[src/hdl/arp_cache_aging_table_defines.svh]
// assertion helpers used by arpc_ctrl
`ifndef ARP_CACHE_AGING_TABLE_DEFINES_SVH
`define ARP_CACHE_AGING_TABLE_DEFINES_SVH
`ifndef SYNTHESIS
`define ARPC_ASSERT(lbl, prop) \
    lbl: assert property (@(posedge clk) disable iff (!rst_n) prop) \
        else $error("arpc assertion failed");
`define ARPC_NEVER(lbl, expr) \
    lbl: assert property (@(posedge clk) disable iff (!rst_n) !(expr)) \
        else $error("arpc forbidden condition");
`else
`define ARPC_ASSERT(lbl, prop)
`define ARPC_NEVER(lbl, expr)
`endif
`endif

[src/hdl/arpc_pkg.sv]
package arpc_pkg;

    localparam int CACHE_DEPTH = 16;
    localparam int REQ_DEPTH   = 8;
    localparam int CACHE_W     = (CACHE_DEPTH > 1) ? $clog2(CACHE_DEPTH) : 1;
    localparam int REQ_W       = (REQ_DEPTH > 1) ? $clog2(REQ_DEPTH) : 1;

    localparam logic [2:0] KIND_LOOKUP = 3'd0;
    localparam logic [2:0] KIND_INSERT = 3'd1;
    localparam logic [2:0] KIND_QUEUE  = 3'd2;
    localparam logic [2:0] KIND_REMOVE = 3'd3;
    localparam logic [2:0] KIND_TICK   = 3'd4;
    localparam logic [2:0] KIND_CLEAR  = 3'd5;

    localparam logic [1:0] EV_REPLY = 2'd0;
    localparam logic [1:0] EV_SEND  = 2'd1;
    localparam logic [1:0] EV_DROP  = 2'd2;

    localparam logic [1:0] REG_TIMEOUT   = 2'd0;
    localparam logic [1:0] REG_MAX_SENDS = 2'd1;

    localparam logic [15:0] TIMEOUT_RST   = 16'd30;
    localparam logic [3:0]  MAX_SENDS_RST = 4'd5;

    typedef enum logic {
        ST_IDLE,
        ST_WALK
    } state_t;

    typedef struct packed {
        logic exec;
        logic age;
        logic walk;
    } cmd_t;

    typedef struct packed {
        logic out_free;
        logic walk_last;
    } sts_t;

    function automatic logic [CACHE_W-1:0] first_cache(input logic [CACHE_DEPTH-1:0] v);
        logic [CACHE_W-1:0] r;
        r = '0;
        for (int i = CACHE_DEPTH - 1; i >= 0; i--)
        begin
            if (v[i])
            begin
                r = CACHE_W'(i);
            end
        end
        return r;
    endfunction

    function automatic logic [REQ_W-1:0] first_req(input logic [REQ_DEPTH-1:0] v);
        logic [REQ_W-1:0] r;
        r = '0;
        for (int i = REQ_DEPTH - 1; i >= 0; i--)
        begin
            if (v[i])
            begin
                r = REQ_W'(i);
            end
        end
        return r;
    endfunction

endpackage

[src/hdl/arpc_ctrl.sv]
`include "arp_cache_aging_table_defines.svh"
module arpc_ctrl (
    input  logic            clk,
    input  logic            rst_n,
    input  logic            in_valid,
    input  logic [2:0]      kind,
    output logic            in_stall,
    input  arpc_pkg::sts_t  sts,
    output arpc_pkg::cmd_t  cmd
);
    import arpc_pkg::*;

    state_t state_reg;
    state_t state_next;
    logic   accept;

    assign in_stall = !((state_reg == ST_IDLE) && sts.out_free);
    assign accept   = in_valid && !in_stall;

    always_ff @(posedge clk or negedge rst_n)
    begin
        if (!rst_n)
        begin
            state_reg <= ST_IDLE;
        end
        else
        begin
            state_reg <= state_next;
        end
    end

    always_comb
    begin
        state_next = state_reg;
        unique case (state_reg)
            ST_IDLE:
            begin
                if (accept && (kind == KIND_TICK))
                begin
                    state_next = ST_WALK;
                end
            end
            ST_WALK:
            begin
                if (sts.out_free && sts.walk_last)
                begin
                    state_next = ST_IDLE;
                end
            end
            default: state_next = ST_IDLE;
        endcase
    end

    always_comb
    begin
        cmd = '0;
        unique case (state_reg)
            ST_IDLE:
            begin
                cmd.exec = accept && (kind != KIND_TICK);
                cmd.age  = accept && (kind == KIND_TICK);
            end
            ST_WALK:
            begin
                cmd.walk = sts.out_free;
            end
            default: cmd = '0;
        endcase
    end

    `ARPC_ASSERT(a_no_accept_in_walk, (state_reg == ST_WALK) |-> in_stall)
    `ARPC_ASSERT(a_age_enters_walk, cmd.age |=> (state_reg == ST_WALK))
    `ARPC_NEVER(a_walk_only_in_walk, cmd.walk && (state_reg != ST_WALK))
    `ARPC_NEVER(a_one_cmd, (cmd.exec && cmd.age) || (cmd.exec && cmd.walk))

endmodule

[src/hdl/arpc_dpath.sv]
module arpc_dpath (
    input  logic            clk,
    input  logic            rst_n,
    input  arpc_pkg::cmd_t  cmd,
    output arpc_pkg::sts_t  sts,
    input  logic            cfg_we,
    input  logic [1:0]      cfg_index,
    input  logic [15:0]     cfg_data,
    input  logic [2:0]      kind,
    input  logic [31:0]     ip_addr,
    input  logic [47:0]     mac_addr,
    input  logic [3:0]      port_index,
    output logic            out_valid,
    input  logic            out_stall,
    output logic [1:0]      event_res,
    output logic            hit,
    output logic [47:0]     found_mac,
    output logic [31:0]     target_ip,
    output logic [3:0]      out_port,
    output logic            request_pending,
    output logic            new_request,
    output logic            table_full,
    output logic            last
);
    import arpc_pkg::*;

    logic [31:0] entry_ip_reg  [CACHE_DEPTH];
    logic [47:0] entry_mac_reg [CACHE_DEPTH];
    logic [15:0] entry_age_reg [CACHE_DEPTH];
    logic [15:0] entry_age_next[CACHE_DEPTH];
    logic [CACHE_DEPTH-1:0] entry_valid_reg, entry_valid_next;
    logic [31:0] pend_ip_reg   [REQ_DEPTH];
    logic [3:0]  pend_port_reg [REQ_DEPTH];
    logic [3:0]  pend_sends_reg [REQ_DEPTH];
    logic [3:0]  pend_sends_next[REQ_DEPTH];
    logic [REQ_DEPTH-1:0] pend_valid_reg, pend_valid_next;
    logic [15:0] timeout_reg;
    logic [3:0]  max_sends_reg;
    logic [REQ_W-1:0] walk_idx_reg, walk_idx_next;
    logic        out_valid_reg, out_valid_next;

    logic [1:0]  ev_reg, ev_next;
    logic        hit_reg, hit_next;
    logic [47:0] mac_reg, mac_next;
    logic [31:0] tip_reg, tip_next;
    logic [3:0]  port_reg, port_next;
    logic        pend_reg, pend_next;
    logic        new_reg, new_next;
    logic        full_reg, full_next;
    logic        last_reg, last_next;
    logic        load;

    // parallel compares
    logic [CACHE_DEPTH-1:0] c_match, c_free;
    logic [REQ_DEPTH-1:0]   p_match, p_free, p_ge, p_gt;
    logic [CACHE_W-1:0]     c_match_idx, c_free_idx;
    logic [REQ_W-1:0]       p_free_idx, walk_slot;
    logic                   ins_do, que_do;

    always_comb
    begin
        for (int i = 0; i < CACHE_DEPTH; i++)
        begin
            c_match[i] = entry_valid_reg[i] && (entry_ip_reg[i] == ip_addr);
            c_free[i]  = !entry_valid_reg[i];
        end
        for (int j = 0; j < REQ_DEPTH; j++)
        begin
            p_match[j] = pend_valid_reg[j] && (pend_ip_reg[j] == ip_addr);
            p_free[j]  = !pend_valid_reg[j];
            p_ge[j]    = pend_valid_reg[j] && (REQ_W'(j) >= walk_idx_reg);
        end
        c_match_idx = first_cache(c_match);
        c_free_idx  = first_cache(c_free);
        p_free_idx  = first_req(p_free);
        walk_slot   = first_req(p_ge);
        for (int j = 0; j < REQ_DEPTH; j++)
        begin
            p_gt[j] = pend_valid_reg[j] && (REQ_W'(j) > walk_slot);
        end
    end

    assign ins_do = cmd.exec && (kind == KIND_INSERT) && (|c_free);
    assign que_do = cmd.exec && (kind == KIND_QUEUE) && !(|p_match) && (|p_free);

    assign sts.out_free  = !out_valid_reg || !out_stall;
    assign sts.walk_last = !(|p_ge) || !(|p_gt);

    always_comb
    begin
        logic [15:0] a_inc;
        entry_valid_next = entry_valid_reg;
        entry_age_next   = entry_age_reg;
        pend_valid_next  = pend_valid_reg;
        pend_sends_next  = pend_sends_reg;
        walk_idx_next    = walk_idx_reg;
        load      = 1'b0;
        ev_next   = EV_REPLY;
        hit_next  = 1'b0;
        mac_next  = '0;
        tip_next  = '0;
        port_next = '0;
        pend_next = 1'b0;
        new_next  = 1'b0;
        full_next = 1'b0;
        last_next = 1'b1;
        a_inc     = '0;

        if (cmd.exec)
        begin
            load = 1'b1;
            case (kind)
                KIND_LOOKUP:
                begin
                    hit_next = |c_match;
                    mac_next = (|c_match) ? entry_mac_reg[c_match_idx] : '0;
                end
                KIND_INSERT:
                begin
                    pend_next = |p_match;
                    full_next = !(|c_free);
                    if (ins_do)
                    begin
                        entry_valid_next[c_free_idx] = 1'b1;
                        entry_age_next[c_free_idx]   = '0;
                    end
                end
                KIND_QUEUE:
                begin
                    if (!(|p_match))
                    begin
                        new_next  = |p_free;
                        full_next = !(|p_free);
                    end
                    if (que_do)
                    begin
                        pend_valid_next[p_free_idx] = 1'b1;
                        pend_sends_next[p_free_idx] = '0;
                    end
                end
                KIND_REMOVE:
                begin
                    pend_valid_next = pend_valid_reg & ~p_match;
                end
                KIND_CLEAR:
                begin
                    entry_valid_next = '0;
                    pend_valid_next  = '0;
                    for (int i = 0; i < CACHE_DEPTH; i++)
                    begin
                        entry_age_next[i] = '0;
                    end
                    for (int j = 0; j < REQ_DEPTH; j++)
                    begin
                        pend_sends_next[j] = '0;
                    end
                end
                default: ;
            endcase
        end

        if (cmd.age)
        begin
            walk_idx_next = '0;
            for (int i = 0; i < CACHE_DEPTH; i++)
            begin
                if (entry_valid_reg[i])
                begin
                    a_inc = (entry_age_reg[i] == 16'hFFFF) ? entry_age_reg[i]
                                                           : entry_age_reg[i] + 16'd1;
                    if (a_inc > timeout_reg)
                    begin
                        entry_valid_next[i] = 1'b0;
                        entry_age_next[i]   = '0;
                    end
                    else
                    begin
                        entry_age_next[i] = a_inc;
                    end
                end
            end
        end

        if (cmd.walk)
        begin
            load      = 1'b1;
            last_next = sts.walk_last;
            if (|p_ge)
            begin
                tip_next  = pend_ip_reg[walk_slot];
                port_next = pend_port_reg[walk_slot];
                if (pend_sends_reg[walk_slot] >= max_sends_reg)
                begin
                    ev_next = EV_DROP;
                    pend_valid_next[walk_slot] = 1'b0;
                end
                else
                begin
                    ev_next = EV_SEND;
                    pend_sends_next[walk_slot] = pend_sends_reg[walk_slot] + 4'd1;
                end
                walk_idx_next = walk_slot + REQ_W'(1);
            end
        end

        out_valid_next = load || (out_valid_reg && out_stall);
    end

    always_ff @(posedge clk or negedge rst_n)
    begin
        if (!rst_n)
        begin
            entry_valid_reg <= '0;
            pend_valid_reg  <= '0;
            for (int i = 0; i < CACHE_DEPTH; i++)
            begin
                entry_age_reg[i] <= '0;
            end
            for (int j = 0; j < REQ_DEPTH; j++)
            begin
                pend_sends_reg[j] <= '0;
            end
            timeout_reg   <= TIMEOUT_RST;
            max_sends_reg <= MAX_SENDS_RST;
            walk_idx_reg  <= '0;
            out_valid_reg <= 1'b0;
        end
        else
        begin
            entry_valid_reg <= entry_valid_next;
            pend_valid_reg  <= pend_valid_next;
            entry_age_reg   <= entry_age_next;
            pend_sends_reg  <= pend_sends_next;
            walk_idx_reg    <= walk_idx_next;
            out_valid_reg   <= out_valid_next;
            if (cfg_we)
            begin
                unique case (cfg_index)
                    REG_TIMEOUT:   timeout_reg   <= cfg_data;
                    REG_MAX_SENDS: max_sends_reg <= cfg_data[3:0];
                    default: ;
                endcase
            end
        end
    end

    always_ff @(posedge clk)
    begin
        if (ins_do)
        begin
            entry_ip_reg[c_free_idx]  <= ip_addr;
            entry_mac_reg[c_free_idx] <= mac_addr;
        end
        if (que_do)
        begin
            pend_ip_reg[p_free_idx]   <= ip_addr;
            pend_port_reg[p_free_idx] <= port_index;
        end
        if (load)
        begin
            ev_reg   <= ev_next;
            hit_reg  <= hit_next;
            mac_reg  <= mac_next;
            tip_reg  <= tip_next;
            port_reg <= port_next;
            pend_reg <= pend_next;
            new_reg  <= new_next;
            full_reg <= full_next;
            last_reg <= last_next;
        end
    end

    assign out_valid       = out_valid_reg;
    assign event_res       = ev_reg;
    assign hit             = hit_reg;
    assign found_mac       = mac_reg;
    assign target_ip       = tip_reg;
    assign out_port        = port_reg;
    assign request_pending = pend_reg;
    assign new_request     = new_reg;
    assign table_full      = full_reg;
    assign last            = last_reg;

endmodule

[src/hdl/arp_cache_aging_table.sv]
// lookup, insert, queue, remove and clear: one request a cycle unless the output
// stalls, result registered in the cycle after the request is taken
// tick: cache aging in the accept cycle, then one pending-request slot per cycle
// unless the output stalls; requests wait until the walk passes the last pending one
// rst_n async active low: clears valid bits, ages, send counts and config to defaults
module arp_cache_aging_table (
    input  logic        clk,
    input  logic        rst_n,
    input  logic        cfg_we,
    input  logic [1:0]  cfg_index,
    input  logic [15:0] cfg_data,
    input  logic        in_valid,
    output logic        in_stall,
    input  logic [2:0]  kind,
    input  logic [31:0] ip_addr,
    input  logic [47:0] mac_addr,
    input  logic [3:0]  port_index,
    output logic        out_valid,
    input  logic        out_stall,
    output logic [1:0]  event_res,
    output logic        hit,
    output logic [47:0] found_mac,
    output logic [31:0] target_ip,
    output logic [3:0]  out_port,
    output logic        request_pending,
    output logic        new_request,
    output logic        table_full,
    output logic        last
);
    import arpc_pkg::*;

    cmd_t cmd;
    sts_t sts;

    arpc_ctrl u_ctrl (
        .clk      (clk),
        .rst_n    (rst_n),
        .in_valid (in_valid),
        .kind     (kind),
        .in_stall (in_stall),
        .sts      (sts),
        .cmd      (cmd)
    );

    arpc_dpath u_dpath (
        .clk             (clk),
        .rst_n           (rst_n),
        .cmd             (cmd),
        .sts             (sts),
        .cfg_we          (cfg_we),
        .cfg_index       (cfg_index),
        .cfg_data        (cfg_data),
        .kind            (kind),
        .ip_addr         (ip_addr),
        .mac_addr        (mac_addr),
        .port_index      (port_index),
        .out_valid       (out_valid),
        .out_stall       (out_stall),
        .event_res       (event_res),
        .hit             (hit),
        .found_mac       (found_mac),
        .target_ip       (target_ip),
        .out_port        (out_port),
        .request_pending (request_pending),
        .new_request     (new_request),
        .table_full      (table_full),
        .last            (last)
    );

endmodule
[config.mk]
export PLATFORM = sky130hd
export DESIGN_NAME = arp_cache_aging_table
export DESIGN_NICKNAME = d
export VERILOG_FILES = /design/src/hdl/arpc_pkg.sv /design/src/hdl/arpc_ctrl.sv /design/src/hdl/arpc_dpath.sv /design/src/hdl/arp_cache_aging_table.sv
export VERILOG_INCLUDE_DIRS = /design/src /design/src/hdl
export SDC_FILE = /design/constraint.sdc
export NUM_CORES = 2
export LEC_CHECK = 0
export BUFFER_PORTS_ARGS = -buffer_cell sky130_fd_sc_hd__buf_4
export CORE_UTILIZATION = 40
export CTS_BUF_LIST = sky130_fd_sc_hd__clkbuf_2
export DETAILED_ROUTE_END_ITERATION = 8
export SYNTH_ARGS = -nofsm -noshare
export SYNTH_HDL_FRONTEND = slang
export SYNTH_SLANG_ARGS = --single-unit
export TNS_END_PERCENT = 100
[constraint.sdc]
create_clock -name clk -period 9.35 [get_ports clk]
set_clock_uncertainty 0.05 [all_clocks]
set_input_delay 0 -clock clk [delete_from_list [all_inputs] [get_ports clk]]
set_output_delay 0 -clock clk [all_outputs]
set_load 0.1 [all_outputs]
==> flow_summary.toml <==
[setup_path]
path_delay_family = "buffers and inverters"
reg2reg_to = "u_dpath.pend_sends_reg[0]"
r2r_cells = 18
worst_path_largest_cell_delay_ns = 1.42
rrSetupSlack_ns = 3.29
slowest_stage = "dlygate4sd3_1"
cp_common_cell = "buf_4"
critPathCapture = "u_dpath.found_mac[13]"
timing.rr.start = "u_dpath.walk_idx_reg[1]"
startpoint_type = "input pin"
arrival_ns = 7.68
critical_path_cell_count = 17
cp-end-kind = "register"
cp_max_fo = 53
crit_chain = "dlygate4sd3_1, dlygate4sd3_1, buf_4, dlygate4sd3_1, buf_4, xor2_1, nor4_1, nand4_1, nor4_4, o31ai_1, a21oi_1, o21a_4, buf_4, nand4b_4, buf_4, o22ai_1, or4_1"
required_ns = 10.74
timing_worst_setup_path_type = "input pin to register"
crit_path_start = "ip_addr[9]"
cp.buffers_inverters = 7

[routing]
drtIter0Drc = 6356
vias = 63100
drt-pass1-iter-count = 5
ant_nets = 0
drc = 0
wire_per_inst_um = 24.8
wl_um = 280000
via_per_inst = 5.59

[logic_synthesis]
syn_avg_cell_area_um2 = 13.5
synth_edf_count = 1659
yosysTopAreaCell = "edfxtp_1"
synth_commonest_cells = "1659 x edfxtp_1, 489 x xnor2_1, 442 x mux2i_1, 437 x xor2_1, 347 x nand2_1"
postSynthCellCount = 6942
ys_ff_latch = 1996
ys.flop_type = "edfxtp_1"
yosysUniqueCellTypes = 78
synth_seq_area_share = 0.623
synth_most_common_cell = "edfxtp_1"
yosys-top-cells-area = "edfxtp_1 53%, dfrtp_1 8.9%, mux2i_1 4.7%"
synth_nets = 7333
netlist_area_um2 = 93600
synth_top_area_frac = 0.532
ys_async_sr_fraction = 0.169
ys_warn_count = 0

[place]
place_area_um2 = 98400
hpwl_um = 154000
place_congestion = 0.868
post-place-cells = 9987
io_buffers = 202

[power_and_ir_drop]
swShare = 0.292
ir_worst_vdd_mv = 0.117
seqPwrFrac = 0.542
power_density_nw_per_um2 = 170
pwr-share-clk = 0.333
power_mw = 18.2
power_frac_comb = 0.125
internal_power_mw = 12.9
total_leakage_power_nw = 39.5
p_sw_mw = 5.31

[layout]
fin_cells = 11300
drive_above_1_share = 0.166
multiInputGateArea_um2 = 33500
fin_area_um2 = 107000
largest_register_ffs = 768
nNetsFinal = 8276
fillCellCount = 20900
final_util = 0.460
regArea_um2 = 58300
area_delta_synth_final_pct = 14.4

[global_routing]
grt_pass1_wl_um = 407000
grtUsageTotal = 0.232
grt_overflow_total = 0
grt_pass1_vias = 62300
grt_max_degree = 130
antenna_found_initial = 10

[run_status]
run_status = "finished, final reports clean"

[floorplanning]
dieArea_um2 = 236000
io-pin-count = 203
initial_core_util = 0.402
core_um2 = 233000
dieHeight_um = 486
die_x_um = 486
rows = 177

[sta]
setup_tns_ns = 0
hold_violations = 0
finalCritPeriodShare = 0.672
relSlewSlack = 0.157
rsz0062_at_grt = "no"
finalSetupViolCount = 0
fmax_mhz = 159
period_needed_ns = 6.28
final_max_slew_viol_count = 0
tightest_slew_ns = 1.26

[clock_network]
cts.htree.levels = 6
cts-buffers-inserted = 546
clk_path_buf_depth = 4
root_buffer = "clkbuf_2"
clock-sinks = 1996
clk_latency_ns = 1.87
cts.clk_slew.worst_paths_ns = 0.09
tritoncts = "yes"

[run]
cap_violations = 0

[hold_path]
hold_path.class = "input pin to register"
worst register-to-register path, cell delays in order, from the launching register on:
cell and delay (ns):
dfrtp_1 0.54, nand3_1 0.14, a21boi_0 0.22, o221a_2 0.26, o32ai_4 0.09, inv_2 0.44, or2_2 0.25, o22ai_1 0.09
nor4_2 0.82, inv_2 0.18, ha_1 0.31, nand2b_1 0.14, a21o_1 0.17, a21o_1 0.17, a21oi_1 0.18, nor2b_1 0.90
nand2_1 0.29, a31oi_1 0.45, o22ai_1 0.16
cell usage in the layout, fill, tap and decap left out, types with 44 or more instances in the layout:
cell,Yosys,final
a31oi_1,114,114
or4_1,54,54
a21oi_1,201,201
nand3_1,167,165
mux2i_1,442,442
nor4_1,123,122
nand2_1,347,346
ha_1,281,281
clkbuf_2,0,771
mux2_2,115,115
buf_4,57,320
inv_1,103,89
a22o_1,130,130
nor2b_1,44,44
a21o_1,86,86
nor3_1,103,100
and3_1,76,75
edfxtp_1,1659,1659
xnor2_1,489,489
o21a_1,105,104
o21ai_0,153,153
o22ai_1,150,150
a22oi_1,58,58
nor2_1,336,316
nand4_1,211,211
xor2_1,437,437
clkinv_1,0,83
dfrtp_1,331,331
dlygate4sd3_1,0,379
layer usage:
metal	track usage	part of all wire
met1	0.326	0.44
met2	0.363	0.46
met3	0.0440	0.080
met4	0.0691	0.024
met5	0	0
worst min path at each step:
stage / startpoint / depth (start not counted) / to
5_1_grt: ip_addr[25] / 3 / u_dpath.entry_ip_reg[8][25]
2_1_floorplan: rst_n / 0 / u_ctrl.state_reg
4_1_cts: mac_addr[36] / 4 / u_dpath.entry_mac_reg[11][36]
3_5_place_dp: rst_n / 1 / u_dpath.entry_age_reg[106]
3_3_place_gp: rst_n / 1 / u_dpath.entry_age_reg[106]
6_report: ip_addr[25] / 3 / u_dpath.entry_ip_reg[9][25]
timing repair:
| action | CTS | global route |
|---|---|---|
| hold buffers | 393 | 0 |
| gates resized for setup | 0 | 0 |
| setup buffers | 0 | 0 |
| endpoints found under the hold margin | 3803 | 0 |
power by group through the flow:
| stage | sequential (mW) | clock (mW) | combinational (mW) |
|---|---|---|---|
| 5_1_grt | 9.88 | 6.66 | 2.42 |
| 6_report | 9.86 | 6.06 | 2.27 |
| 2_1_floorplan | 10.3 | 0 | 1.05 |
| 3_5_place_dp | 10.1 | 0 | 2.07 |
| 4_1_cts | 9.86 | 6.23 | 2.26 |
| 3_3_place_gp | 10.1 | 0 | 2.04 |
kinds of logic after synthesis:
group / count (synthesis) / synth area share
buf+inv: 425 / 0.0225
mux: 557 / 0.0611
flops: 1996 / 0.623
compound gates: 1130 / 0.0808
simple gates: 1627 / 0.0888
xor+xnor: 926 / 0.0867
fa+ha+maj: 281 / 0.0376
final cells by class:
cell class | instances | share of cell area
flip-flops and latches | 1996 | 0.544
inverters | 105 | 0.00389
clock inverters | 123 | 0.00654
clock buffers | 771 | 0.0360
repair buffers | 715 | 0.0610
well taps | 3043 | 0.0356
diodes | 13 | 0.000304
multi-input cells | 4521 | 0.313
stage by stage:
stage	setup WS [ns]	hold WS, ns
floorplan	2.11	-0.346
global placement	3.58	0.0544
detailed placement	3.37	0.0543
CTS	3.29	0.00354
global route	2.98	0.0818
finish	3.07	0.199
Note: power is estimated with default switching activity, not from simulation.
